[src/hdl/biquad_cascade_filter_macros.svh]
// Assertion macros for the biquad cascade filter.
// No dependencies; included by the top level only.
`ifndef BIQUAD_CASCADE_FILTER_MACROS_SVH
`define BIQUAD_CASCADE_FILTER_MACROS_SVH

// Same-cycle implication, disabled during reset.
`define BCF_ASSERT_IMP(lbl, clk, rst, ante, cons, msg) \
   lbl: assert property (@(posedge clk) disable iff (rst) (ante) |-> (cons)) else $error(msg);

// Next-cycle implication, disabled during reset.
`define BCF_ASSERT_NEXT(lbl, clk, rst, ante, cons, msg) \
   lbl: assert property (@(posedge clk) disable iff (rst) (ante) |=> (cons)) else $error(msg);

`endif

[src/hdl/bcf_pkg.sv]
// Shared constants, control word type and microcode program for the biquad cascade.
// No dependencies; imported by bcf_seq and biquad_cascade_filter.
`timescale 1ns / 1ps
`default_nettype none

package bcf_pkg;

   localparam int COEF_BITS       = 24;
   localparam int DELAY_BITS      = 48;
   localparam int REG_BITS        = 2 * COEF_BITS;
   localparam int REG_COUNT       = 5;
   localparam int CSR_ADDR_W      = 3;
   localparam int STORED_SECTIONS = 2;
   localparam int SEC_IDX_W       = 1;
   localparam int PC_W            = 3;

   // register indexes, also the coefficient select codes of the microcode
   localparam logic [CSR_ADDR_W-1:0] REG_B0 = 3'd0;
   localparam logic [CSR_ADDR_W-1:0] REG_B1 = 3'd1;
   localparam logic [CSR_ADDR_W-1:0] REG_B2 = 3'd2;
   localparam logic [CSR_ADDR_W-1:0] REG_A1 = 3'd3;
   localparam logic [CSR_ADDR_W-1:0] REG_A2 = 3'd4;

   // multiplier operand select
   localparam logic OPND_X = 1'b0;
   localparam logic OPND_Y = 1'b1;

   // accumulator operations
   localparam logic [2:0] ACC_HOLD      = 3'd0;
   localparam logic [2:0] ACC_LOAD_Z0   = 3'd1;
   localparam logic [2:0] ACC_ADD_P     = 3'd2;
   localparam logic [2:0] ACC_LOAD_Z1_P = 3'd3;
   localparam logic [2:0] ACC_SUB_P     = 3'd4;
   localparam logic [2:0] ACC_LOAD_P    = 3'd5;

   typedef struct packed {
      logic [CSR_ADDR_W-1:0] coef_sel;
      logic                  opnd_sel;
      logic [2:0]            acc_op;
      logic                  wr_y;
      logic                  wr_z0;
      logic                  wr_z1;
      logic                  end_sec;   // branch to target if sections remain, else finish
      logic [PC_W-1:0]       target;
   } ucode_type;

   typedef struct packed {
      ucode_type              cw;
      logic [SEC_IDX_W-1:0]   sec;
      logic                   exec;     // current word takes effect this cycle
      logic                   finish;   // last word of the last section executes
      logic                   busy;
   } bcf_ctrl_type;

   // One section, eight steps. The product register lags by one step:
   // the accumulator op of step k uses the product chosen in step k-1.
   function automatic ucode_type ucode_rom(input logic [PC_W-1:0] pc);
      ucode_type w;
      w = '{coef_sel: REG_B0, opnd_sel: OPND_X, acc_op: ACC_HOLD, wr_y: 1'b0,
            wr_z0: 1'b0, wr_z1: 1'b0, end_sec: 1'b0, target: '0};
      case (pc)
         3'd0: begin                       // p = b0*x, acc = z0
            w.coef_sel = REG_B0;
            w.acc_op   = ACC_LOAD_Z0;
         end
         3'd1: begin                       // p = b1*x, acc = b0*x + z0
            w.coef_sel = REG_B1;
            w.acc_op   = ACC_ADD_P;
         end
         3'd2: begin                       // y = sat(round(acc)), acc = b1*x + z1
            w.coef_sel = REG_B2;
            w.acc_op   = ACC_LOAD_Z1_P;
            w.wr_y     = 1'b1;
         end
         3'd3: begin                       // p = a1*y
            w.coef_sel = REG_A1;
            w.opnd_sel = OPND_Y;
            w.acc_op   = ACC_HOLD;
         end
         3'd4: begin                       // p = b2*x, acc -= a1*y
            w.coef_sel = REG_B2;
            w.acc_op   = ACC_SUB_P;
         end
         3'd5: begin                       // p = a2*y, z0 = sat(acc), acc = b2*x
            w.coef_sel = REG_A2;
            w.opnd_sel = OPND_Y;
            w.acc_op   = ACC_LOAD_P;
            w.wr_z0    = 1'b1;
         end
         3'd6: begin                       // acc -= a2*y
            w.acc_op   = ACC_SUB_P;
         end
         3'd7: begin                       // z1 = sat(acc), next section or done
            w.wr_z1    = 1'b1;
            w.end_sec  = 1'b1;
            w.target   = 3'd0;
         end
         default: begin
            w.acc_op   = ACC_HOLD;
         end
      endcase
      return w;
   endfunction

endpackage

`default_nettype wire

[src/hdl/biquad_cascade_filter.sv]
// Cascaded biquad filter (transposed direct form II), top level and datapath.
// Depends on bcf_pkg, bcf_seq and biquad_cascade_filter_macros.svh.
//
// Usage:
//  - req_*: one signed sample per transfer in req_tdata (zero padded to bytes).
//  - rsp_*: one filtered sample per input in rsp_tdata; rsp_tuser is the clip
//    flag, set when either section's output saturated for that sample.
//  - csr_*: coefficient writes, index 0..4 = b0, b1, b2, a1, a2 pairs
//    (section 1 in bits 23:0, section 2 in bits 47:24). Other indexes ignored.
//    Write only while idle.
//  - Each section runs an 8-step microprogram through one shared multiplier
//    and one accumulator; the result is loaded after the last step of the last
//    section, and req_tready stays low while the sequencer runs, so a new item
//    is taken only once the previous one has finished its run.
//  - The result sits in an output register; req_tready returns as soon as the
//    result is loaded, so the next item runs while the result waits. If the
//    receiver still holds the previous result when the next one is done, the
//    sequencer holds on its final step until rsp_tready.
//  - Reset (synchronous): delays cleared, b0 = 1.0 in both sections, other
//    coefficients 0 (pass-through), no result pending.
`timescale 1ns / 1ps
`default_nettype none
`include "biquad_cascade_filter_macros.svh"

module biquad_cascade_filter
   import bcf_pkg::*;
#(
   parameter int SAMPLE_BITS    = 24,
   parameter int COEF_FRAC_BITS = 20,
   parameter int SECTIONS       = 2
) (
   input  wire logic                                   clock,
   input  wire logic                                   reset,
   // input channel
   input  wire logic                                   req_tvalid,
   output      logic                                   req_tready,
   input  wire logic [((SAMPLE_BITS + 7) / 8) * 8-1:0] req_tdata,  // [SB-1:0] sample_in
   // result channel
   output      logic                                   rsp_tvalid,
   input  wire logic                                   rsp_tready,
   output      logic [((SAMPLE_BITS + 7) / 8) * 8-1:0] rsp_tdata,  // [SB-1:0] sample_out
   output      logic                                   rsp_tuser,  // [0] clipped
   // configuration
   input  wire logic                                   csr_we,
   input  wire logic [CSR_ADDR_W-1:0]                  csr_addr,
   input  wire logic [REG_BITS-1:0]                    csr_wdata
);

   localparam int DATA_W    = ((SAMPLE_BITS + 7) / 8) * 8;
   localparam int SEC_COUNT = (SECTIONS >= 2) ? 2 : 1;     // at most two sections, as two are stored
   localparam int MUL_W     = COEF_BITS + SAMPLE_BITS;
   localparam int ACC_W     = ((MUL_W > DELAY_BITS) ? MUL_W : DELAY_BITS) + 2;

   localparam logic [COEF_BITS-1:0] COEF_ONE   = COEF_BITS'(64'd1 << COEF_FRAC_BITS);
   localparam logic [REG_BITS-1:0]  B0_RESET   = {COEF_ONE, COEF_ONE};
   localparam logic [ACC_W-1:0]     ROUND_HALF = ACC_W'(64'd1 << (COEF_FRAC_BITS - 1));

   // ---------------------------------------------------------------- sequencer
   bcf_ctrl_type ctrl;
   logic         req_xfer;
   logic         rsp_blocked;

   assign req_tready  = !ctrl.busy;
   assign req_xfer    = req_tvalid && req_tready;
   assign rsp_blocked = rsp_tvalid && !rsp_tready;

   bcf_seq #(
      .SEC_COUNT (SEC_COUNT)
   ) u_seq (
      .clock       (clock),
      .reset       (reset),
      .start       (req_xfer),
      .rsp_blocked (rsp_blocked),
      .ctrl        (ctrl)
   );

   // ------------------------------------------------------ coefficient registers
   logic [REG_BITS-1:0] coef_ff [REG_COUNT];

   always_ff @(posedge clock) begin
      if (reset) begin
         coef_ff[REG_B0] <= B0_RESET;
         coef_ff[REG_B1] <= '0;
         coef_ff[REG_B2] <= '0;
         coef_ff[REG_A1] <= '0;
         coef_ff[REG_A2] <= '0;
      end else if (csr_we) begin
         case (csr_addr)
            REG_B0:  coef_ff[REG_B0] <= csr_wdata;
            REG_B1:  coef_ff[REG_B1] <= csr_wdata;
            REG_B2:  coef_ff[REG_B2] <= csr_wdata;
            REG_A1:  coef_ff[REG_A1] <= csr_wdata;
            REG_A2:  coef_ff[REG_A2] <= csr_wdata;
            default: ;                          // unknown index: ignored
         endcase
      end
   end

   // pick the register named by the control word, then the section half
   logic [REG_BITS-1:0]         coef_pair;
   logic signed [COEF_BITS-1:0] coef_val;

   always_comb begin
      case (ctrl.cw.coef_sel)
         REG_B0:  coef_pair = coef_ff[REG_B0];
         REG_B1:  coef_pair = coef_ff[REG_B1];
         REG_B2:  coef_pair = coef_ff[REG_B2];
         REG_A1:  coef_pair = coef_ff[REG_A1];
         REG_A2:  coef_pair = coef_ff[REG_A2];
         default: coef_pair = '0;
      endcase
   end

   assign coef_val = ctrl.sec[0] ? coef_pair[REG_BITS-1:COEF_BITS]
                                 : coef_pair[COEF_BITS-1:0];

   // ---------------------------------------------------------------- datapath
   logic signed [SAMPLE_BITS-1:0] x_ff, x_in;       // section input
   logic signed [SAMPLE_BITS-1:0] y_ff, y_in;       // section output
   logic                          clip_ff, clip_in;
   logic signed [MUL_W-1:0]       p_ff, p_in;       // product register
   logic signed [ACC_W-1:0]       acc_ff, acc_in;
   logic signed [DELAY_BITS-1:0]  z_ff [STORED_SECTIONS][2];
   logic signed [SAMPLE_BITS-1:0] opnd_val;
   logic signed [ACC_W-1:0]       p_ext;
   logic signed [ACC_W-1:0]       z0_ext;
   logic signed [ACC_W-1:0]       z1_ext;
   logic signed [ACC_W-1:0]       rounded;
   logic signed [ACC_W-1:0]       shifted;
   logic                          y_ovf;
   logic signed [SAMPLE_BITS-1:0] y_sat;
   logic                          z_ovf;
   logic signed [DELAY_BITS-1:0]  z_sat;

   assign opnd_val = (ctrl.cw.opnd_sel == OPND_Y) ? y_ff : x_ff;
   assign p_in     = MUL_W'(coef_val) * MUL_W'(opnd_val);

   assign p_ext  = ACC_W'(p_ff);
   assign z0_ext = ACC_W'(z_ff[ctrl.sec][0]);
   assign z1_ext = ACC_W'(z_ff[ctrl.sec][1]);

   always_comb begin
      case (ctrl.cw.acc_op)
         ACC_HOLD:      acc_in = acc_ff;
         ACC_LOAD_Z0:   acc_in = z0_ext;
         ACC_ADD_P:     acc_in = acc_ff + p_ext;
         ACC_LOAD_Z1_P: acc_in = z1_ext + p_ext;
         ACC_SUB_P:     acc_in = acc_ff - p_ext;
         ACC_LOAD_P:    acc_in = p_ext;
         default:       acc_in = acc_ff;
      endcase
   end

   // round half up, floor shift, saturate to the sample range
   assign rounded = acc_ff + ROUND_HALF;
   assign shifted = rounded >>> COEF_FRAC_BITS;
   assign y_ovf   = !((&shifted[ACC_W-1:SAMPLE_BITS-1]) || !(|shifted[ACC_W-1:SAMPLE_BITS-1]));
   assign y_sat   = y_ovf ? {shifted[ACC_W-1], {(SAMPLE_BITS-1){!shifted[ACC_W-1]}}}
                          : shifted[SAMPLE_BITS-1:0];

   // delay words saturate to 48 bits without flagging
   assign z_ovf = !((&acc_ff[ACC_W-1:DELAY_BITS-1]) || !(|acc_ff[ACC_W-1:DELAY_BITS-1]));
   assign z_sat = z_ovf ? {acc_ff[ACC_W-1], {(DELAY_BITS-1){!acc_ff[ACC_W-1]}}}
                        : acc_ff[DELAY_BITS-1:0];

   always_comb begin
      x_in    = x_ff;
      y_in    = y_ff;
      clip_in = clip_ff;
      if (req_xfer) begin
         x_in    = req_tdata[SAMPLE_BITS-1:0];
         clip_in = 1'b0;
      end else if (ctrl.exec) begin
         if (ctrl.cw.wr_y) begin
            y_in    = y_sat;
            clip_in = clip_ff || y_ovf;
         end
         if (ctrl.cw.end_sec) begin
            x_in = y_ff;                        // cascade into the next section
         end
      end
   end

   always_ff @(posedge clock) begin
      x_ff    <= x_in;
      y_ff    <= y_in;
      clip_ff <= clip_in;
      p_ff    <= p_in;
      if (ctrl.exec) begin
         acc_ff <= acc_in;
      end
   end

   always_ff @(posedge clock) begin
      if (reset) begin
         for (int s = 0; s < STORED_SECTIONS; s++) begin
            z_ff[s][0] <= '0;
            z_ff[s][1] <= '0;
         end
      end else if (ctrl.exec) begin
         if (ctrl.cw.wr_z0) begin
            z_ff[ctrl.sec][0] <= z_sat;
         end
         if (ctrl.cw.wr_z1) begin
            z_ff[ctrl.sec][1] <= z_sat;
         end
      end
   end

   // ---------------------------------------------------------- result register
   logic                   rsp_valid_ff, rsp_valid_in;
   logic [SAMPLE_BITS-1:0] out_sample_ff;
   logic                   out_clip_ff;

   always_comb begin
      if (ctrl.finish) begin
         rsp_valid_in = 1'b1;
      end else if (rsp_tready) begin
         rsp_valid_in = 1'b0;
      end else begin
         rsp_valid_in = rsp_valid_ff;
      end
   end

   always_ff @(posedge clock) begin
      if (reset) begin
         rsp_valid_ff <= 1'b0;
      end else begin
         rsp_valid_ff <= rsp_valid_in;
      end
   end

   always_ff @(posedge clock) begin
      if (ctrl.finish) begin
         out_sample_ff <= y_ff;
         out_clip_ff   <= clip_ff;
      end
   end

   assign rsp_tvalid = rsp_valid_ff;
   assign rsp_tdata  = DATA_W'(out_sample_ff);
   assign rsp_tuser  = out_clip_ff;

   // -------------------------------------------------------------- assertions
   `BCF_ASSERT_NEXT(a_xfer_starts_run, clock, reset, req_xfer, ctrl.busy, "run not started")
   `BCF_ASSERT_IMP(a_finish_into_free_reg, clock, reset, ctrl.finish, !rsp_blocked, "result lost")
   `BCF_ASSERT_NEXT(a_finish_shows_result, clock, reset, ctrl.finish, rsp_tvalid, "no result")
   `BCF_ASSERT_IMP(a_idle_no_exec, clock, reset, !ctrl.busy, !ctrl.exec, "exec while idle")

endmodule

`default_nettype wire

[src/hdl/bcf_seq.sv]
// Microcode sequencer: step counter, section counter and program table.
// Depends on bcf_pkg.
`timescale 1ns / 1ps
`default_nettype none

module bcf_seq
   import bcf_pkg::*;
#(
   parameter int SEC_COUNT = 2
) (
   input  wire logic         clock,
   input  wire logic         reset,
   input  wire logic         start,
   input  wire logic         rsp_blocked,
   output bcf_ctrl_type      ctrl
);

   localparam logic ST_IDLE = 1'b0;
   localparam logic ST_RUN  = 1'b1;
   localparam logic [SEC_IDX_W-1:0] SEC_LAST = SEC_IDX_W'(SEC_COUNT - 1);

   logic                 state_ff, state_in;
   logic [PC_W-1:0]      pc_ff, pc_in;
   logic [SEC_IDX_W-1:0] sec_ff, sec_in;
   ucode_type            cw;
   logic                 last_sec;
   logic                 stall;
   logic                 exec;
   logic                 finish;

   assign cw       = ucode_rom(pc_ff);
   assign last_sec = (sec_ff == SEC_LAST);
   // result register still full: hold on the final word
   assign stall    = cw.end_sec && last_sec && rsp_blocked;
   assign exec     = (state_ff == ST_RUN) && !stall;
   assign finish   = exec && cw.end_sec && last_sec;

   always_comb begin
      state_in = state_ff;
      pc_in    = pc_ff;
      sec_in   = sec_ff;
      case (state_ff)
         ST_IDLE: begin
            if (start) begin
               state_in = ST_RUN;
               pc_in    = '0;
               sec_in   = '0;
            end
         end
         ST_RUN: begin
            if (exec) begin
               if (cw.end_sec) begin
                  if (last_sec) begin
                     state_in = ST_IDLE;
                  end else begin
                     sec_in = sec_ff + 1'b1;
                     pc_in  = cw.target;
                  end
               end else begin
                  pc_in = pc_ff + 1'b1;
               end
            end
         end
         default: begin
            state_in = ST_IDLE;
         end
      endcase
   end

   always_ff @(posedge clock) begin
      if (reset) begin
         state_ff <= ST_IDLE;
         pc_ff    <= '0;
         sec_ff   <= '0;
      end else begin
         state_ff <= state_in;
         pc_ff    <= pc_in;
         sec_ff   <= sec_in;
      end
   end

   assign ctrl.cw     = cw;
   assign ctrl.sec    = sec_ff;
   assign ctrl.exec   = exec;
   assign ctrl.finish = finish;
   assign ctrl.busy   = (state_ff == ST_RUN);

endmodule

`default_nettype wire
[config.mk]
export PLATFORM = sky130hd
export DESIGN_NAME = biquad_cascade_filter
export DESIGN_NICKNAME = d
export VERILOG_FILES = /design/src/hdl/bcf_pkg.sv /design/src/hdl/biquad_cascade_filter.sv /design/src/hdl/bcf_seq.sv
export VERILOG_INCLUDE_DIRS = /design/src /design/src/hdl
export SDC_FILE = /design/constraint.sdc
export NUM_CORES = 2
export LEC_CHECK = 0
export BUFFER_PORTS_ARGS = -buffer_cell sky130_fd_sc_hd__buf_2
export CAP_MARGIN = 10
export CORE_MARGIN = 2
export CORE_UTILIZATION = 37
export CTS_CLUSTER_DIAMETER = 120
export DETAILED_ROUTE_END_ITERATION = 7
export GPL_ROUTABILITY_DRIVEN = 0
export PLACE_DENSITY_LB_ADDON = 0.1
export SYNTH_ARGS = -nofsm -noshare
export SYNTH_HDL_FRONTEND = slang
export SYNTH_HIERARCHICAL = 1
export SYNTH_SLANG_ARGS = --single-unit
[constraint.sdc]
create_clock -name clock -period 14.6 [get_ports clock]
set_input_delay 0.73 -clock clock [delete_from_list [all_inputs] [get_ports clock]]
set_output_delay 0.73 -clock clock [all_outputs]
set_load 0.01 [all_outputs]
# After elaboration in Yosys (flattened, before gate mapping)
# Memories as Yosys holds them, arrays and structs flattened. A register that Yosys moved wholly into a read port is not among the register bits.
# Cells that the tools add are included.
# classes
add_sub_neg,6
bitwise_logic,7
reduce_logical,39
multipliers,1
mux,72
eq_ne,24
# op_table
operator,n
two-way mux 48 bit,6
one-hot mux 50 bit (5 select lines),1
one-hot mux 48 bit (5 select lines),1
two-way mux 24 bit,6
two-way mux 96 bit,1
OR reduction 96 bit,1
"adder 50 x 20 -> 50 bit, second input constant",1
adder 50 x 48 -> 50 bit,1
subtractor 50 x 48 -> 50 bit,1
adder 48 x 48 -> 49 bit,1
multiplier 24 x 24 -> 48 bit,1
two-way mux 1 bit,46
"== test 3 x 2 -> 1 bit, second input constant",8
"== test 3 bit, second input constant",8
one-hot mux 3 bit (5 select lines),1
"== test 3 x 1 -> 1 bit, second input constant",4
two-way mux 3 bit,4
one-hot mux 3 bit (4 select lines),1
AND reduction 3 bit,4
logical NOT 3 bit,3
logical NOT 1 bit,8
logical AND 1 bit,7
AND reduction 7 bit,1
OR reduction 7 bit,1
other kinds (16),32
# word_totals
wordCells,162
out_inout_bits,27
memories,2
mem_bits_rw,432
ff_bits,178
# memory_table
memory,depth,width,read_ports,rd_ports_with_merged_regs,wr,line_no,text
coef_ff,5,48,5,0,5,biquad_cascade_filter.sv:78,logic [REG_BITS-1:0] coef_ff [REG_COUNT];
z_ff,2,96,1,1,2,biquad_cascade_filter.sv:123,logic signed [DELAY_BITS-1:0] z_ff [STORED_SECTIONS][2];

# Longest topological paths before layout
# depth
depth_word,11
depth_mapped,37

# Modules after synthesis
# Netlist, hierarchy kept.
# by_module_without_submodules
mod,cells_per_inst,n_inst,area_per_inst_um2,seq_area_each_um2
biquad_cascade_filter,5058,1,52039.9,17666.9
bcf_seq,59,1,473.0,100.1

# Least setup slack after synthesis
# No wires, ideal clock.
# synth_path
path_kind,reg-to-reg
from,register u_seq.pc_ff[0]
to,register p_ff[45]
setup_time_ns,0.072
t_arrival_ns,9.048
path_stages_with_launch,38
path_slack_ns,5.480
period_less_slack_ns,9.120
path_buffers,4
cell_sequence,dfxtp_1 > inv_1 > ha_1 > nor2b_1 > a211o_1 > nor3b_1 > clkbuf_1 > buf_1 > a22oi_1 > nand3_1 > and2_1 > clkbuf_1 > clkbuf_1 > nand2_1 > fa_1 > inv_1 > fa_1 > inv_1 > [2 not listed] > fa_1 > inv_1 > fa_1 > inv_1 > fa_1 > inv_1 > fa_1 > inv_1 > ha_1 > nand4_1 > nor2_1 > and3_1 > a31oi_1 > o221a_2 > o31ai_1 > a21boi_0 > o41ai_1 > xnor2_1
# synth_lines
element,line_no,text
"start, declared",bcf_seq.sv:23,"logic [PC_W-1:0] pc_ff, pc_in;"
"start signal, assigned",bcf_seq.sv:77,pc_ff <= pc_in;
"end signal, assigned",biquad_cascade_filter.sv:188,p_ff <= p_in;
"end, declared",biquad_cascade_filter.sv:121,"logic signed [MUL_W-1:0] p_ff, p_in;"

==> flow_summary.ini <==
[timing]
setup_tns_ns = 0
rsz0062_at_grt = false
fmax_ghz = 0.0962
hold_violations = 0
finClkSkew_ns = 0.0781
relSlewSlack = 0.102
worst_pin_slew_ns = 1.34
layout_worst_path_cycle_share = 0.712
report.final.slew_viol_count = 0
period_needed_ns = 10.39
final-setup-viol-count = 0

[clock_network]
cts_sinks = 610
htreeDepth = 3
cts_buffer_depth = 3
holdBufCountCts = 0
clk_latency_ns = 0.69
cts_root_buffer = clkbuf_16
path_clk_slew_ns = 0.06
cts_resized = 0
cts_tree = done
post_cts_buffers = 0
cts_buffers = 72

[die]
start_util = 0.372
core-area_um2 = 141000
num_rows = 138
boundaryPins = 107
die_area_um2 = 145000
fp.dieH_um = 381
fp.dieW_um = 381

[synth]
synthCells = 5113
synth_fp_nets = 6042
syn-cell-area_um2 = 52500
ys_warn_count = 6
syn_avg_cell_area_um2 = 10.3

[routing]
drt_wl_total_mm = 174
dr_total_vias = 38375
drt_pass1_iterations = 5
wire_per_inst_um = 24.6
viasPerCell = 5.42
drc = 0
drt_first_iter_violations = 3022
antenna_left = 0

[critical_path]
worstSetupPathType = reg2reg
crit_path_max_incr_delay_ns = 0.96
cpMostUsedCell = fa_1
start_kind = flop
cp.required_ns = 15.15
timing.rr.start = u_seq/pc_ff[0]
startpoint = u_seq/pc_ff[0]
crit_slowest_cell = and2_0
critPathBufInv = 5
path_max_fanout = 48
critical_path.top_delay_family = adder cells
arrival_ns = 10.95
critPathCaptureType = flop

[global_routing]
grt_overflow = 0
grt_pass1_vias = 39298
grt_max_degree = 76
antenna_found_initial = 17
grt_use_total = 0.240
grt_pass1_wl_mm = 260

[finish]
area_delta_synth_final_pct = 9.80
design_area_um2 = 57600
mostFrequentLayoutCells = inv_1 (732), fa_1 (609), nand2_1 (572)
fin_nets = 6066
drive_gt1_frac = 0.0915
multi_input_area_um2 = 31100
final_common_cell = inv_1
nFillCells = 14033
instances_no_fill = 7086
utilization = 0.408
seqCellArea_um2 = 17800

[placement]
placed_cells = 6953
placed_area_um2 = 55300
dp_hpwl_mm = 130
port_buffers = 106

[run]
drv_cap = 0

[hold_path]
holdCritStartpoint = csr_wdata[44]
hp-class = in2reg

[status]
status = completed
## cell type report
class,instances,share of cell area
timing repair buffer,196,0.0211
clock buffer,93,0.0328
tap,1890,0.0410
clock inverter,37,0.00814
sequential,610,0.308
inverter,736,0.0479
multi-input combinational,3521,0.540
antenna,3,0.000130
## routing by layer
metal / GRT usage / wire length [µm]
met2: 0.391 / 81700
met3: 0.0322 / 9880
met5: 0 / 0
met1: 0.340 / 78500
met4: 0.0595 / 3890
## worst paths after layout
kind | to | slack, ns | cells after the start
hold / removal | coef_ff[0][44] | 0.32 | 2
hold reg to reg | clip_ff | 0.53 | 2
setup reg to reg | p_ff[44] | 4.21 | 30
setup / recovery | p_ff[44] | 4.21 | 30
## flip-flops by register name, summed over array words and instances (netlist names)
signal / count
acc_ff: 50
clip_ff: 1
coef_ff: 240
p_ff: 48
rsp_tdata: 24
rsp_tuser: 1
rsp_tvalid: 1
u_seq/last_sec: 1
u_seq/pc_ff: 3
u_seq/state_ff: 1
x_ff: 24
y_ff: 24
z_ff: 192
## metrics by stage
| stage | hold slack [ns] | worst slack (ns) |
|---|---|---|
| finish | 0.321 | 4.21 |
| detailed placement | 0.513 | 4.32 |
| global route | 0.314 | 3.57 |
| global placement | 0.523 | 4.46 |
| floorplan | 0.408 | 5.48 |
| CTS | 0.277 | 4.21 |
Power is not shown: default switching activity piles up to over one toggle a cycle in this logic, so the estimate is an artifact.
